--- src/hdl/gkf_pkg.sv ---
package gkf_pkg;

  localparam int IDX_W   = 10;
  localparam int SIZE_W  = 11;
  localparam int COEF_W  = 32;
  localparam int DATA_W  = 32;
  localparam int SQ_W    = 2 * IDX_W;
  localparam int PROD_W  = COEF_W + SQ_W;
  localparam int SUM_W   = PROD_W + 2;
  localparam int EXPO_W  = 28;
  localparam int FRAC_W  = 24;
  localparam int EXP_W   = 31;
  localparam int Q_FRAC  = 30;
  localparam int GAIN_W  = 17;
  localparam int GAIN_SH = Q_FRAC - 16;

  // Clock edges from an accepted request to its result strobe.
  localparam int LATENCY = 11;

  localparam int REG_IDX_W = 3;
  localparam logic [REG_IDX_W-1:0] REG_SIZE_X = 3'd0;
  localparam logic [REG_IDX_W-1:0] REG_SIZE_Y = 3'd1;
  localparam logic [REG_IDX_W-1:0] REG_COEF_X = 3'd2;
  localparam logic [REG_IDX_W-1:0] REG_COEF_Y = 3'd3;
  localparam logic [REG_IDX_W-1:0] REG_COEF_Z = 3'd4;

  localparam logic [SIZE_W-1:0] SIZE_RESET = SIZE_W'(2);

  // The gain is zero once the exponent reaches 12.0 in Q30.24.
  localparam logic [SUM_W-1:0] EXP_LIMIT = SUM_W'(64'd12 << FRAC_W);
  localparam logic [GAIN_W-1:0] GAIN_ONE = GAIN_W'(1) << 16;

  localparam logic [63:0] ONE48 = 64'd1 << 48;
  localparam int SERIES_TERMS = 20;
  localparam logic [63:0] FACT [0:20] = '{
    64'd1, 64'd1, 64'd2, 64'd6, 64'd24, 64'd120, 64'd720, 64'd5040, 64'd40320,
    64'd362880, 64'd3628800, 64'd39916800, 64'd479001600, 64'd6227020800,
    64'd87178291200, 64'd1307674368000, 64'd20922789888000,
    64'd355687428096000, 64'd6402373705728000, 64'd121645100408832000,
    64'd2432902008176640000
  };

  typedef struct packed {
    logic [SIZE_W-1:0] size_x;
    logic [SIZE_W-1:0] size_y;
    logic [COEF_W-1:0] coef_x;
    logic [COEF_W-1:0] coef_y;
    logic [COEF_W-1:0] coef_z;
  } cfg_t;

  typedef struct packed {
    logic              neg_re;
    logic [DATA_W-1:0] mag_re;
    logic              neg_im;
    logic [DATA_W-1:0] mag_im;
  } parts_t;

  typedef struct packed {
    logic              valid;
    logic              sat;
    logic [EXPO_W-1:0] a;
  } expo_t;

  typedef struct packed {
    logic              valid;
    logic [GAIN_W-1:0] gain;
  } gain_t;

  // exp(-x) for x in [0, 1] as Q16.48, by Taylor series. Evaluated only
  // while the gain tables are built.
  function automatic logic [63:0] exp_neg_q48(input logic [63:0] x);
    logic [127:0] pw;
    logic [63:0]  pos;
    logic [63:0]  neg;
    pos = ONE48;
    neg = '0;
    pw  = 128'(ONE48);
    for (int k = 1; k <= SERIES_TERMS; k++) begin
      pw = (pw * 128'(x)) >> 48;
      if (k[0]) begin
        neg = neg + 64'(pw / 128'(FACT[k]));
      end else begin
        pos = pos + 64'(pw / 128'(FACT[k]));
      end
    end
    return pos - neg;
  endfunction

  function automatic logic [EXP_W-1:0] q48_to_q30(input logic [63:0] v);
    logic [63:0] r;
    r = (v + (64'd1 << 17)) >> 18;
    return EXP_W'(r);
  endfunction

  function automatic logic [EXP_W-1:0] exp_frac_q30(input logic [63:0] x_q48);
    return q48_to_q30(exp_neg_q48(x_q48));
  endfunction

  // exp(-n) for an integer n below 16, in Q1.30.
  function automatic logic [EXP_W-1:0] exp_int_q30(input int n);
    logic [63:0]  e1;
    logic [63:0]  v;
    logic [127:0] p;
    e1 = exp_neg_q48(ONE48);
    v  = ONE48;
    for (int i = 0; i < 16; i++) begin
      if (i < n) begin
        p = 128'(v) * 128'(e1) + (128'd1 << 47);
        v = 64'(p >> 48);
      end
    end
    return q48_to_q30(v);
  endfunction

endpackage

--- src/hdl/gkf_scale.sv ---
module gkf_scale (
  input  logic                              clk,
  input  logic                              rst,
  input  gkf_pkg::gain_t                    gain_in,
  input  gkf_pkg::parts_t                   parts_in,
  output logic                              done,
  output logic signed [gkf_pkg::DATA_W-1:0] re_out,
  output logic signed [gkf_pkg::DATA_W-1:0] im_out
);
  import gkf_pkg::*;

  localparam int M_W = DATA_W + GAIN_W;

  logic           valid_q;
  logic [M_W-1:0] m_re, m_im;
  logic           neg_re, neg_im;

  logic [M_W-1:0]    r_re, r_im;
  logic [DATA_W-1:0] mag_re, mag_im;

  // Rounding the magnitude gives round half away from zero.
  always_comb begin
    r_re   = m_re + (M_W'(1) << 15);
    r_im   = m_im + (M_W'(1) << 15);
    mag_re = r_re[DATA_W+15:16];
    mag_im = r_im[DATA_W+15:16];
  end

  always_ff @(posedge clk) begin
    if (rst) begin
      valid_q <= 1'b0;
      done    <= 1'b0;
    end else begin
      valid_q <= gain_in.valid;
      done    <= valid_q;
    end
  end

  always_ff @(posedge clk) begin
    m_re   <= M_W'(parts_in.mag_re) * M_W'(gain_in.gain);
    m_im   <= M_W'(parts_in.mag_im) * M_W'(gain_in.gain);
    neg_re <= parts_in.neg_re;
    neg_im <= parts_in.neg_im;
    re_out <= neg_re ? -$signed(mag_re) : $signed(mag_re);
    im_out <= neg_im ? -$signed(mag_im) : $signed(mag_im);
  end

  a_zero_gain: assert property (@(posedge clk) disable iff (rst)
      (gain_in.valid && gain_in.gain == '0) |-> ##2 (re_out == '0 && im_out == '0))
    else $error("zero gain gave a nonzero result");

endmodule

--- config.mk ---
export PLATFORM = sky130hd
export DESIGN_NAME = gkf_scale
export DESIGN_NICKNAME = d
export VERILOG_FILES = /design/src/hdl/gkf_pkg.sv /design/src/hdl/gkf_scale.sv
export SDC_FILE = /design/constraint.sdc
export NUM_CORES = 2
export LEC_CHECK = 0
export ABC_AREA = 1
export BUFFER_PORTS_ARGS = -buffer_cell sky130_fd_sc_hd__buf_4
export CORE_MARGIN = 4
export CORE_UTILIZATION = 55
export DETAILED_ROUTE_END_ITERATION = 8
export GPL_TIMING_DRIVEN = 0
export PLACE_DENSITY = 0.72
export RECOVER_POWER = 100
export SLEW_MARGIN = 20
export SYNTH_ARGS = -nofsm -noshare
export SYNTH_HDL_FRONTEND = slang
export SYNTH_SLANG_ARGS = --single-unit
--- constraint.sdc ---
create_clock -name clk -period 9.4 [get_ports clk]
set_clock_uncertainty 0.2 [all_clocks]
set_input_delay 1.41 -clock clk [delete_from_list [all_inputs] [get_ports clk]]
set_output_delay 1.41 -clock clk [all_outputs]
set_load 0.05 [all_outputs]
## Word-level counts from Yosys, hierarchy flattened

Index checks and enable logic that the tools add are counted.
W data, S select, Z words.

- Register bits after elaboration: 164
- Input bits: 86

- Add/subtract/negate cells: 4
- Multipliers: 2
- Muxes and demuxes: 2

Operator list:

| cell | number |
|---|---|
| $add A48 B16 Y48 const B | 2 |
| $mul A32 B17 Y48 | 2 |
| $mux W32 | 2 |
| $neg A32 Y32 | 2 |

## Logic depth before layout (Yosys ltp)

- Word-level depth: 3
- Mapped depth: 29
- Gate-level depth less buffers: 27

## Worst setup path before layout

No wires, ideal clock.

- Path kind: input -> register
- From: input gain_in[2] (netlist name)
- To: register m_im[44]
- Arrival: 6.583 ns
- Path slack: 2.546 ns
- Stages on the path: 24
- Path through: clkbuf_1 clkbuf_1 nand2_1 fa_1 inv_1 fa_1 inv_1 fa_1 inv_1 fa_1 fa_1 inv_1 fa_1 inv_1 ha_1 nand2_1 nor2_1 inv_1 nor2_1 inv_1 nor4_1 a21oi_1 nand2_1 xor2_1

- Cells in the longest elaborated chain, start to end: 1

Ends and longest elaborated chain:

| what | line | source |
|---|---|---|
| start, declared | gkf_scale.sv:4 | `input gkf_pkg::gain_t gain_in,` |
| $mul A32 B17 Y48 | gkf_scale.sv:41 | `m_im <= M_W'(parts_in.mag_im) * M_W'(gain_in.gain);` |
| end signal, assigned | gkf_scale.sv:41 |  |
| end, declared | gkf_scale.sv:15 | `logic [M_W-1:0] m_re, m_im;` |

No other way between the ends.
A chain may end at the register's enable or synchronous reset.

## Worst setup path in the final report

- From: input gain_in[3] (netlist name)
- To: register m_im[43]

Same word-level chain as after synthesis.

==> flow_summary.yaml <==
sta:
  rsz0062_at_grt: "false"
  setup_viol: 0
  final.period_utilization_pct: 91.0
  fin_setup_tns_ps: 0
  slew_violations: 0
  slew_headroom_pct: 15.1
  fin_crit_ps: 8550
  fmax_mhz: 117
  tightest_slew_ps: 1270
  hold_viol: 0
floorplanning:
  die_w_um: 286
  coreArea_sq_um: 76200
  dieHeight_um: 286
  die_area_sq_um: 81600
  rows: 101
  ios: 151
  start_util_pct: 55.6
yosys:
  synth_adder_area_share_pct: 49.1
  synthFlopType: "dfxtp_1"
  synth-compound-area-share_pct: 3.52
  synth_mux_area_share_pct: 0
  synth_seq_area_share_pct: 6.33
  syn_nets: 7007
  synth_xor_area_share_pct: 2.45
  syn-cell-area_sq_um: 42400
  async_flop_share_pct: 0
  syn_inst: 5791
  synth_top_family_by_area: "adder cells"
  netlist-cell-type-count: 48
  synth_edf_count: 0
  avgSynthCellArea_sq_um: 7.32
  yosys.area_share.simple_pct: 21.8
  ys_ff_latch: 134
  yosys_warnings: 0
grt:
  use_met1_pct: 46.5
  antenna_found_initial: 14
  use_met3_pct: 9.39
  grt_pass1_wl_um: 213000
  globalRoute.totalOverflow: 0
  grt_max_degree: 17
  grt_pass1_vias: 37400
  top_usage_layer: "met2"
  grt_use_total_pct: 34.4
  grtUsageMet2_pct: 52.2
cells_and_area:
  drive_gt1_share_pct: 1.93
  multi_input_area_sq_um: 32500
  final_area_sq_um: 44500
  final_cell_mix: "1710 x nand2_1, 1629 x inv_1, 892 x fa_1"
  layout_commonest_cell: "nand2_1"
  regArea_sq_um: 2680
  finish.utilization_pct: 58.4
  final_nets: 7097
  fillCellCount: 7392
  area.growth.synth_to_final_pct: 4.87
critical_path:
  startpoint: "gain_in[3]"
  cp_common_cell: "inv_1"
  cp_slowest_stage_delay_ps: 880
  worstSetupPathType: "input port to flop"
  start_kind: "input port"
  r2r-start: "m_re[15]"
  r2r_slack_ps: 5770
  cp_cell_sequence: "clkbuf_1, clkbuf_1, nand2_1, fa_1, inv_1, fa_1, inv_1, fa_1, inv_1, fa_1, fa_1, inv_1, fa_1, inv_1, ha_1, nand2_1, nor2_1, inv_1, nor2_1, inv_1, nor4_1, nand3_1, nand3_1, xor2_1"
  critPathSlowestCell: "clkbuf_1"
  crit_path_end: "m_im[43]"
  worstReg2RegEnd: "re_out[22]"
  worstPathRequired_ps: 9520
  critPathArrivalTime_ps: 8670
  reg2reg_depth: 15
  cp-end-kind: "flop"
  worstPathMaxFanout: 10
clock_tree:
  cts_sinks: 134
  cts_tree: "done"
  worst_skew_pair.late_latency_ps: 430
  clockBufferDepth: 2
  h-tree-depth: 4
  numCtsBuffers: 17
  clkSlewWorstSetupHoldPaths_ps: 60
  cts_resized: 0
  clockRootBuffer: "clkbuf_16"
  cts_setup_buffers: 0
  cts_hold_buf: 0
place:
  place_area_sq_um: 44200
  gp_congestion: 0.993
  port_buffers: 71
  post-dp-hpwl_um: 118000
drt:
  antenna_left: 0
  routed_wl_um: 139000
  wl_per_cell_um: 20.0
  firstDrtPassIters: 6
  drtIter0Drc: 3596
  post-route-drc-count: 0
  vias_per_cell: 5.36
  num_vias: 37200
hold_path:
  holdCritPathClass: "flop to flop"
run_status:
  outcome: "completed"
run:
  maxCapViolCount: 0
## registers in the layout, indices dropped and copies added (netlist names)
| signal | cells |
|---|---|
| done | 1 |
| im_out | 32 |
| re_out | 32 |
| m_im | 33 |
| m_re | 33 |
| valid_q | 1 |
| neg_im | 1 |
| neg_re | 1 |
## worst min-delay path by stage
stage,start,end,slack [ps],cells after the start
CTS,valid_q,done,210,2
detailed placement,valid_q,done,200,2
finish,valid_q,done,210,2
floorplan,valid_q,done,190,2
global route,valid_q,done,230,2
global placement,valid_q,done,200,2
## stage by stage
| step | hold WS (ps) | setup WS, ps | std cells |
|---|---|---|---|
| 2_1_floorplan | 188 | 2550 | 5791 |
| 3_3_place_gp | 195 | 592 | 6892 |
| 3_5_place_dp | 201 | 656 | 6892 |
| 4_1_cts | 209 | 1080 | 6922 |
| 5_1_grt | 233 | 749 | 6930 |
| 6_report | 209 | 849 | 6936 |
## routing by layer
metal,wire length [um],up-vias
met4,7260,6
li1,-,16600
met2,59700,2107
met3,17900,399
met1,54100,18100
met5,34,-
## cell type report
class / instances / area share [%]
clock inverters: 12 / 0.405
plain buffers: 254 / 2.17
inverters: 1633 / 13.8
clock buffers: 18 / 0.965
well taps: 1030 / 2.90
flip-flops and latches: 134 / 6.03
multi-input cells: 3770 / 73.0
repair buffers: 71 / 0.650
diodes: 14 / 0.0788
## kinds of logic (layout without fill, tap and decap cells)
family,count (synthesis),count (layout)
and+or+nand+nor,2260,2260
xor gates and xnor gates,116,116
adders and majority gates,1130,1130
DFF,134,134
buffers and inverters,1887,1988
other,0,14
AOI/OAI and AO/OA,264,264
## cell usage after synthesis (37+ instances only)
cell type  instances  share of area (%)
xnor2_1           37               0.76
nand3_1          119                1.4
clkbuf_1         202                1.8
o21ai_0           77               0.91
buf_1             47               0.42
nand4_1           44               0.65
dfxtp_1          134                6.3
fa_1             892                 42
inv_1           1628                 14
nand2_1         1695                 15
xor2_1            76                1.6
ha_1             238                7.0
nor2_1           269                2.4
a21oi_1          117                1.4
## worst max-delay path, delay by kind of cell
family | cells | cell delay [ps]
xor gates and xnor gates | 1 | 250
buffers and inverters | 9 | 2160
adders and majority gates | 7 | 3540
and+or+nand+nor | 7 | 1300
Power is left out: the tool's default activity adds up to more than one toggle a clock period on the data nets, which glitch-free logic cannot reach.
